`src/rtl/fbfl_ram.sv`:
```
// Generic single-port-write, single-port-read RAM with registered read data.
// Depends on nothing.
module fbfl_ram #(
  parameter int WIDTH = 8,
  parameter int DEPTH = 16
) (
  input  logic                     clk,
  input  logic                     we,
  input  logic [$clog2(DEPTH)-1:0] waddr,
  input  logic [WIDTH-1:0]         wdata,
  input  logic [$clog2(DEPTH)-1:0] raddr,
  output logic [WIDTH-1:0]         rdata
);

  logic [WIDTH-1:0] mem [DEPTH];
  logic [WIDTH-1:0] rdata_r;

  always_ff @(posedge clk) begin
    if (we) begin
      mem[waddr] <= wdata;
    end
    rdata_r <= mem[raddr];
  end

  assign rdata = rdata_r;

endmodule

```
`config.mk`:
```
export PLATFORM = sky130hd
export DESIGN_NAME = fbfl_ram
export DESIGN_NICKNAME = d
export VERILOG_FILES = /design/src/rtl/fbfl_ram.sv
export SDC_FILE = /design/constraint.sdc
export NUM_CORES = 1
export LEC_CHECK = 0
export BUFFER_PORTS_ARGS = -buffer_cell sky130_fd_sc_hd__buf_2
export CORE_ASPECT_RATIO = 0.6
export CORE_MARGIN = 4
export CORE_UTILIZATION = 60
export CTS_CLUSTER_DIAMETER = 120
export CTS_CLUSTER_SIZE = 8
export DETAILED_ROUTE_END_ITERATION = 8
export PLACE_DENSITY = 0.77
export SLEW_MARGIN = 20
export SYNTH_ARGS = -nofsm -noshare
export SYNTH_HDL_FRONTEND = slang
export SYNTH_SLANG_ARGS = --single-unit
```
`constraint.sdc`:
```
create_clock -name clk -period 1.85 [get_ports clk]
set_input_delay 0 -clock clk [delete_from_list [all_inputs] [get_ports clk]]
set_output_delay 0 -clock clk [all_outputs]
set_load 0.02 [all_outputs]
```
==> results.toml <==
[status]
status = "finished clean"

[drt]
drt_wl_total_um = 9700
drt_pass1_iterations = 4
ant_nets = 0
drt-initial-drc-count = 212
wire_per_inst_um = 23.4
vias = 2511
via_per_inst = 6.05
drc = 0

[final_layout]
diodes = 0
nets = 312
syn2layout_area_growth_pct = 19.2
final_util = 0.757
post_route_cells_drive_above_1_share = 0.303

[die]
start_util = 0.635
fp.dieH_um = 79.7
coreArea_um2 = 8100
pin_count = 26
die_w_um = 128
die_area_um2 = 10200
num_rows = 25

[yosys]
ys_seq_area_frac = 0.778
synth_area_um2 = 5150
yosysUniqueCellTypes = 19
ys_ff_latch = 136
synth_area_per_cell_um2 = 22.5
syn_nets = 247
syn-instance-count = 229
yosysWarnings = 0

[clock_tree]
cts_buffer_depth = 2
numCtsBuffers = 17
cts_tree = "yes"
htree_levels = 4
clk_latency_ps = 410
cts-root-buf = "clkbuf_16"
clkSinkCount = 136
clk_pin_slew_worst_paths_ps = 60

[critical_path]
arrival_ps = 1640
endpoint = "rdata[2]"
cp_max_fo = 1
slowest_delay_ps = 510
crit_path_start = "mem[8][2]"
regToRegEndpoint = "rdata[2]"
path_cells = "mux4_1 -> a22oi_1 -> nand2_1"
critical_path_class = "flip-flop to flip-flop"
endpoint_kind = "flip-flop"
rr_worst_depth = 3
crit_buf_inv = 0
setup.worst_path.start_class = "flip-flop"
r2r_start = "mem[8][2]"
worst-path-stages = 3
worst_ep_required_time_ps = 2130
rrSetupSlack_ps = 490
path_delay_family = "multiplexers"
crit_slowest_cell = "mux4_1"

[grt]
grt_pass1_vias = 2601
antenna_found_initial = 0
grt_max_degree = 17
grt.overflow.total = 0
track_usage = 0.216
grt_pass1_wl_um = 15100

[timing]
report.final.slew_viol_count = 0
finalSetupTns_ps = 0
finClkSkew_ps = 9.25
period_needed_ps = 1360
fin_crit_sh = 0.734
clock.fmax_mhz = 736
report.final.setup_viol = 0
hold_viol_final = 0
rsz0062_at_grt = "no"
slew_headroom = 0.503
worstMarginPinSlew_ps = 742

[worst_hold_path]
hp-class = "primary input to flip-flop"

[placement]
gp_congestion = 0.793
portBuffers = 25
dp_hpwl_um = 6290

[power_and_ir_drop]
power.leakage_nw = 2.12
total_power_mw = 6.79
power.density_nw_per_um2 = 1110
max-vdd-ir-drop_mv = 0.772

[run]
max-cap-violations = 0
==> final cells by class <==
cell class              count  area, um2
clock inverters            11       82.6
flip-flops and latches    136       4000
fillers                   446       1970
multi-input cells          83       1060
clock buffers              21        440
well taps                 108        135
repair buffers             56        415
==> state kept, by name, indices dropped and copies added (netlist names) <==
name and count:
rdata 8, mem 128
==> cells in the final DEF (no fill, tap or decap) <==
master | Yosys | routed
edfxtp_1 | 128 | 128
nand3_1 | 1 | 1
nand3b_1 | 2 | 2
buf_12 | 0 | 3
buf_2 | 3 | 25
and2_1 | 1 | 1
mux4_1 | 14 | 14
dfxtp_1 | 8 | 8
clkinv_1 | 0 | 2
clkinv_2 | 0 | 6
nor2_1 | 13 | 13
nand2b_1 | 2 | 2
clkbuf_16 | 0 | 17
clkbuf_1 | 0 | 4
bufinv_16 | 0 | 1
clkinvlp_4 | 0 | 2
a22oi_1 | 16 | 16
nor2b_1 | 1 | 1
nor3_1 | 4 | 4
buf_4 | 1 | 20
nand2_1 | 9 | 9
mux4_2 | 18 | 18
dlygate4sd3_1 | 0 | 8
or3b_2 | 1 | 1
and2b_1 | 1 | 1
==> repair_timing <==
action	in CTS	in global routing
setup endpoints to repair	0	0
endpoints found under the hold margin	128	0
hold buffers	8	0
setup buffers	0	0
gates resized for setup	0	0
==> Yosys cell counts (all sizes together) <==
| master | instances | area, um2 |
|---|---|---|
| a22oi | 16 | 120 |
| and2 | 1 | 6.26 |
| and2b | 1 | 7.51 |
| buf | 7 | 56.3 |
| clkdlybuf4s25 | 3 | 30.0 |
| dfxtp | 8 | 160 |
| edfxtp | 128 | 3840 |
| mux4 | 32 | 773 |
| nand2 | 9 | 33.8 |
| nand2b | 2 | 12.5 |
| nand3 | 1 | 5.00 |
| nand3b | 2 | 15.0 |
| nor2 | 13 | 48.8 |
| nor2b | 1 | 6.26 |
| nor3 | 4 | 20.0 |
| or3b | 1 | 8.76 |
==> worst reg2reg max path: cells and delay by family, from the launching register on <==
kind / cells / cell delay (ps)
multiplexers: 1 / 510
AO/OA/AOI/OAI: 1 / 270
AND/OR/NAND/NOR: 1 / 90
flip-flops: 1 / 370
==> routing by layer <==
layer  share of wire  up-vias  track usage
met2            0.46      116        0.320
met1            0.45     1278        0.309
li1                -     1103            -
met5               0        -            0
met3           0.080       14       0.0729
met4           0.013        0       0.0689
==> power breakdown <==
group          switching, mW  internal [mW]
combinational          0.202          0.158
sequential            0.0200           3.45
clock                   1.15           1.82
==> worst min path at each step <==
stage | depth (start not counted) | start | slack, ps | to
2_1_floorplan | 0 | wdata[0] | 100 | mem[0][0]
3_3_place_gp | 1 | wdata[5] | 380 | mem[6][5]
3_5_place_dp | 1 | wdata[5] | 400 | mem[6][5]
4_1_cts | 3 | waddr[0] | 140 | mem[0][6]
5_1_grt | 3 | waddr[0] | 160 | mem[4][7]
6_report | 3 | waddr[0] | 160 | mem[0][6]
==> metrics by stage <==
stage | instance area [um2] | setup WS (ps) | hold WS, ps | std cells
floorplan | 5150 | 357 | 98.9 | 229
global placement | 5530 | 270 | 384 | 375
detailed placement | 5530 | 250 | 397 | 375
CTS | 6130 | 467 | 141 | 415
global route | 6130 | 435 | 159 | 415
finish | 6130 | 492 | 160 | 415
==> cells by family after synthesis <==
group | count (synthesis) | synth area share
AOI/OAI and AO/OA | 16 | 0.0233
buffers and inverters | 10 | 0.0168
DFF | 136 | 0.778
muxes | 32 | 0.150
and+or+nand+nor | 35 | 0.0318
No activity file was read; power rests on OpenSTA's default activity.
