===== config.mk =====
export PLATFORM = sky130hd
export DESIGN_NAME = fbfl_div
export DESIGN_NICKNAME = d
export VERILOG_FILES = /design/src/rtl/fbfl_pkg.sv /design/src/rtl/fbfl_div.sv
export SDC_FILE = /design/constraint.sdc
export NUM_CORES = 1
export LEC_CHECK = 0
export ABC_CLOCK_PERIOD_IN_PS = 7900
export BUFFER_PORTS_ARGS = -buffer_cell sky130_fd_sc_hd__buf_2
export CORE_MARGIN = 10
export CORE_UTILIZATION = 56
export DETAILED_ROUTE_END_ITERATION = 8
export PLACE_DENSITY = 0.91
export SYNTH_ARGS = -nofsm -noshare
export SYNTH_HDL_FRONTEND = slang
export SYNTH_SLANG_ARGS = --single-unit
export TNS_END_PERCENT = 30

===== constraint.sdc =====
create_clock -name clk -period 7.9 [get_ports clk]
set_clock_uncertainty 0.05 [all_clocks]
set_input_delay 1.185 -clock clk [delete_from_list [all_inputs] [get_ports clk]]
set_output_delay 1.185 -clock clk [all_outputs]
set_load 0.1 [all_outputs]

===== src/rtl/fbfl_pkg.sv =====
// Shared types and constants of the flash block free list manager.
// Depends on nothing; fbfl_div and the top module import it.
package fbfl_pkg;

  // request codes
  localparam logic [1:0] REQ_GET = 2'd0;
  localparam logic [1:0] REQ_PUT = 2'd1;
  localparam logic [1:0] REQ_BAD = 2'd2;
  localparam logic [1:0] REQ_MAP = 2'd3;

  // result status codes
  localparam logic [2:0] ST_OK      = 3'd0;
  localparam logic [2:0] ST_EMPTY   = 3'd1;
  localparam logic [2:0] ST_RESERVE = 3'd2;
  localparam logic [2:0] ST_RANGE   = 3'd3;
  localparam logic [2:0] ST_SKIP    = 3'd4;

  // configuration register indexes
  localparam logic [1:0] CFG_BPL   = 2'd0;
  localparam logic [1:0] CFG_PPB   = 2'd1;
  localparam logic [1:0] CFG_RSV   = 2'd2;
  localparam logic [1:0] CFG_LIMIT = 2'd3;

  // block mark: state in [1:0], mapped flag in [2]
  localparam logic [1:0] MK_FREE = 2'd0;
  localparam logic [1:0] MK_USED = 2'd1;
  localparam logic [1:0] MK_BAD  = 2'd2;
  localparam int         MKW     = 3;

  // field widths
  localparam int BPLW = 11;
  localparam int PPBW = 13;
  localparam int PAW  = 40;
  localparam int PLW  = BPLW + PPBW;
  localparam int BIDW = 13;
  localparam int CFGW = 40;

  // register reset values
  localparam logic [BPLW-1:0] RST_BPL   = 11'd1024;
  localparam logic [PPBW-1:0] RST_PPB   = 13'd256;
  localparam logic [BPLW-1:0] RST_RSV   = 11'd2;
  localparam logic [PAW-1:0]  PAGE_ALL  = 40'hFF_FFFF_FFFF;

  // divider datapath
  localparam int DVW = 48;
  localparam int DQW = 16;
  localparam int SCW = 5;

  typedef struct packed {
    logic           start;
    logic [DVW-1:0] dividend;
    logic [DVW-1:0] divisor;   // pre-shifted to the top quotient bit
    logic [SCW-1:0] steps;
  } div_req_t;

  typedef struct packed {
    logic           done;
    logic [DQW-1:0] quot;
    logic [DVW-1:0] rem;
  } div_rsp_t;

endpackage


===== src/rtl/fbfl_div.sv =====
// Restoring divider, one quotient bit per cycle, for page address splitting.
// Depends on fbfl_pkg (div_req_t, div_rsp_t).
module fbfl_div import fbfl_pkg::*; (
  input  logic     clk,
  input  logic     rst_n,
  input  div_req_t req,
  output div_rsp_t rsp
);

  logic [DVW-1:0] rem_r, rem_nxt;
  logic [DVW-1:0] dsr_r, dsr_nxt;
  logic [DQW-1:0] q_r, q_nxt;
  logic [SCW-1:0] cnt_r, cnt_nxt;
  logic           done_r, done_nxt;
  logic           ge;

  assign ge = rem_r >= dsr_r;

  always_comb begin
    rem_nxt  = rem_r;
    dsr_nxt  = dsr_r;
    q_nxt    = q_r;
    cnt_nxt  = cnt_r;
    done_nxt = 1'b0;
    if (req.start) begin
      rem_nxt = req.dividend;
      dsr_nxt = req.divisor;
      q_nxt   = '0;
      cnt_nxt = req.steps;
    end else if (cnt_r != '0) begin
      if (ge) begin
        rem_nxt = rem_r - dsr_r;
      end
      q_nxt    = {q_r[DQW-2:0], ge};
      dsr_nxt  = dsr_r >> 1;
      cnt_nxt  = cnt_r - SCW'(1);
      done_nxt = (cnt_r == SCW'(1));
    end
  end

  always_ff @(posedge clk) begin
    if (!rst_n) begin
      cnt_r  <= '0;
      done_r <= 1'b0;
    end else begin
      cnt_r  <= cnt_nxt;
      done_r <= done_nxt;
    end
  end

  always_ff @(posedge clk) begin
    rem_r <= rem_nxt;
    dsr_r <= dsr_nxt;
    q_r   <= q_nxt;
  end

  assign rsp.done = done_r;
  assign rsp.quot = q_r;
  assign rsp.rem  = rem_r;

endmodule


==> impl_metrics.toml <==
[clocking]
path_clk_slew_ps = 50
cts_max_level = 4
ctsHoldBuffers = 0
cts_resized = 0
cts_buffers = 17
cts_setup_buffers = 0
cts_sinks = 118
cts_tree = "done"
cts-root-buf = "clkbuf_16"
clk-insertion-delay-late_ps = 430
clockBufferDepth = 2

[die]
die-area_mm2 = 0.0193
ios = 169
start_util = 0.570
die_w_um = 139
die_h_um = 139
rows = 43
core_mm2 = 0.0139

[synth]
ys_ff_latch = 118
ys_types = 60
yosysMostFrequentCell = "nand2_1"
synth.yosys.seq_area_share = 0.420
synth_top_area_frac = 0.364
synth-edff-count = 96
syn-num-nets = 1078
syn_avg_cell_area_um2 = 8.59
yosys_warnings = 0
synthCells = 922
synth.cell_area_mm2 = 0.00792
synth_ff_type = "edfxtp_1"
synthTopCellsByCount = "nand2_1, o21ai_0, edfxtp_1"
ys_async_sr_fraction = 0
yosysTopAreaCell = "edfxtp_1"
synthTopCellsByArea = "edfxtp_1, nand2_1, ha_1"

[sta]
rsz0062_at_grt = "false"
fmax_ghz = 0.254
tightest_slew_ps = 840
slew_viol_final = 0
hold_viol = 0
slew_headroom = 0.440
fin_tns_setup_ps = 0
setup_violations = 0
period_minus_slack_ps = 3940
layout_setup_ws_ps = 3960
post-route-period-util = 0.499

[detailed_routing]
top_layer_used = "met4"
firstDrtPassIters = 6
viasPerCell = 5.92
wl_met1_mm = 9.32
vias = 7415
routed_wl_mm = 23.1
wl_met3_mm = 2.51
drtIter0Drc = 800
drc = 0
wl_met2_mm = 10.5
wl_per_cell_um = 18.4
antenna_left = 0

[place]
dpl.hpwl_mm = 16.6
portBuffers = 168
gp_congestion = 0.947
dp_slack_ps = 3840

[flow_run]
drv_cap = 0

[global_route]
grt_max_degree = 140
grt_overflow = 0
grt_first_pass_wirelength_mm = 37.0
grt_pass1_vias = 7372
antenna_found_initial = 2
grtUsageTotal = 0.231

[setup_path]
crit_required_ps = 7920
cp-end-kind = "flop"
worst_ep_arrival_time_ps = 3960
crit_type = "flop to flop"
critPathMaxFanout = 30
startpoint_type = "flop"

[layout]
drive_gt1_frac = 0.201
fill_cells = 1124
nNetsFinal = 1213
syn2layout_area_growth_pct = 19.3

[status]
status = "complete, no violations"

[min_path]
hold_path_class = "flop to flop"
-- final cells by class --
cell class	count	area, µm²	area share
diodes	3	7.51	0.000794
clock buffers	28	614	0.0650
clock inverters	4	20.0	0.00212
inverters	64	240	0.0254
multi-input cells	685	4150	0.439
flip-flops and latches	118	3320	0.352
well taps	180	225	0.0238
repair buffers	171	870	0.0920
-- path summary, 6_finish.rpt --
kind	startpoint	endpoint	slack (ps)	cells past startpoint
worst min register to register	q_r[14]	q_r[14]	410	2
worst max register to register	rem_r[21]	rem_r[30]	3960	10
worst max-delay path	rem_r[21]	rem_r[30]	3960	10
worst min-delay path	q_r[14]	q_r[14]	410	2
-- logic make-up after synthesis --
logic type	synth area share
compound gates	0.213
xor+xnor	0.0398
fa+ha+maj	0.0831
buf+inv	0.0580
flops	0.420
mux	0.00664
simple gates	0.180
-- through the flow --
stage	utilization	instances	hold WS (ps)	instance area, µm²
2_1_floorplan	-	922	509	7920
3_3_place_gp	0.634	1218	387	8810
3_5_place_dp	0.634	1218	406	8810
4_1_cts	0.680	1250	417	9440
5_1_grt	0.680	1251	437	9440
6_report	0.681	1253	414	9450
-- routing by layer --
| metal | track usage | up-vias |
|---|---|---|
| met5 | 0 | - |
| met4 | 0.103 | 0 |
| met3 | 0.0904 | 70 |
| met2 | 0.359 | 386 |
| met1 | 0.276 | 3389 |
| li1 | - | 3570 |
-- critical path, stage by stage, from the launching register on --
cell	delay [ps]
edfxtp_1	410
ha_1	460
a21oi_1	120
o21ai_0	360
a31oi_1	70
o21ai_0	260
nor3b_2	120
o311ai_4	330
o2111ai_2	240
a21boi_4	630
buf_4	520
-- sequential cells by signal, summed over array words and instances, names as in the netlist --
name / flops
q_r: 16
done_r: 1
cnt_r: 5
dsr_r: 48
rem_r: 48
-- layout by cell type (no fill, tap or decap), types with 4 or more instances in the layout --
master     netlist  final
nor2_1          36     36
clkinv_2         0      4
o21ai_1         14     14
a21o_1          13     13
o211ai_1         5      5
o21a_1           7      7
xnor2_1         29     29
a31oi_1         11     11
inv_1           64     64
ha_1            51     51
a311oi_1         5      5
dfxtp_1         22     22
nor4_1           8      8
nand2b_1         6      6
clkbuf_16        0     23
o21ai_0         99     99
a211oi_1         5      5
nand3_1         13     13
o21bai_1        10     10
xor2_1           7      7
and3_1           4      4
a21oi_1         78     78
buf_2            7    167
nor2b_1          8      8
edfxtp_1        96     96
nand4_1         18     18
nand2_1        178    177
o31ai_1          6      6
or3_1            4      4
nor3_1          18     18
and2_1           6      6
Power is left out: the tool's default activity adds up to more than one toggle a clock period on the data nets, which glitch-free logic cannot reach.
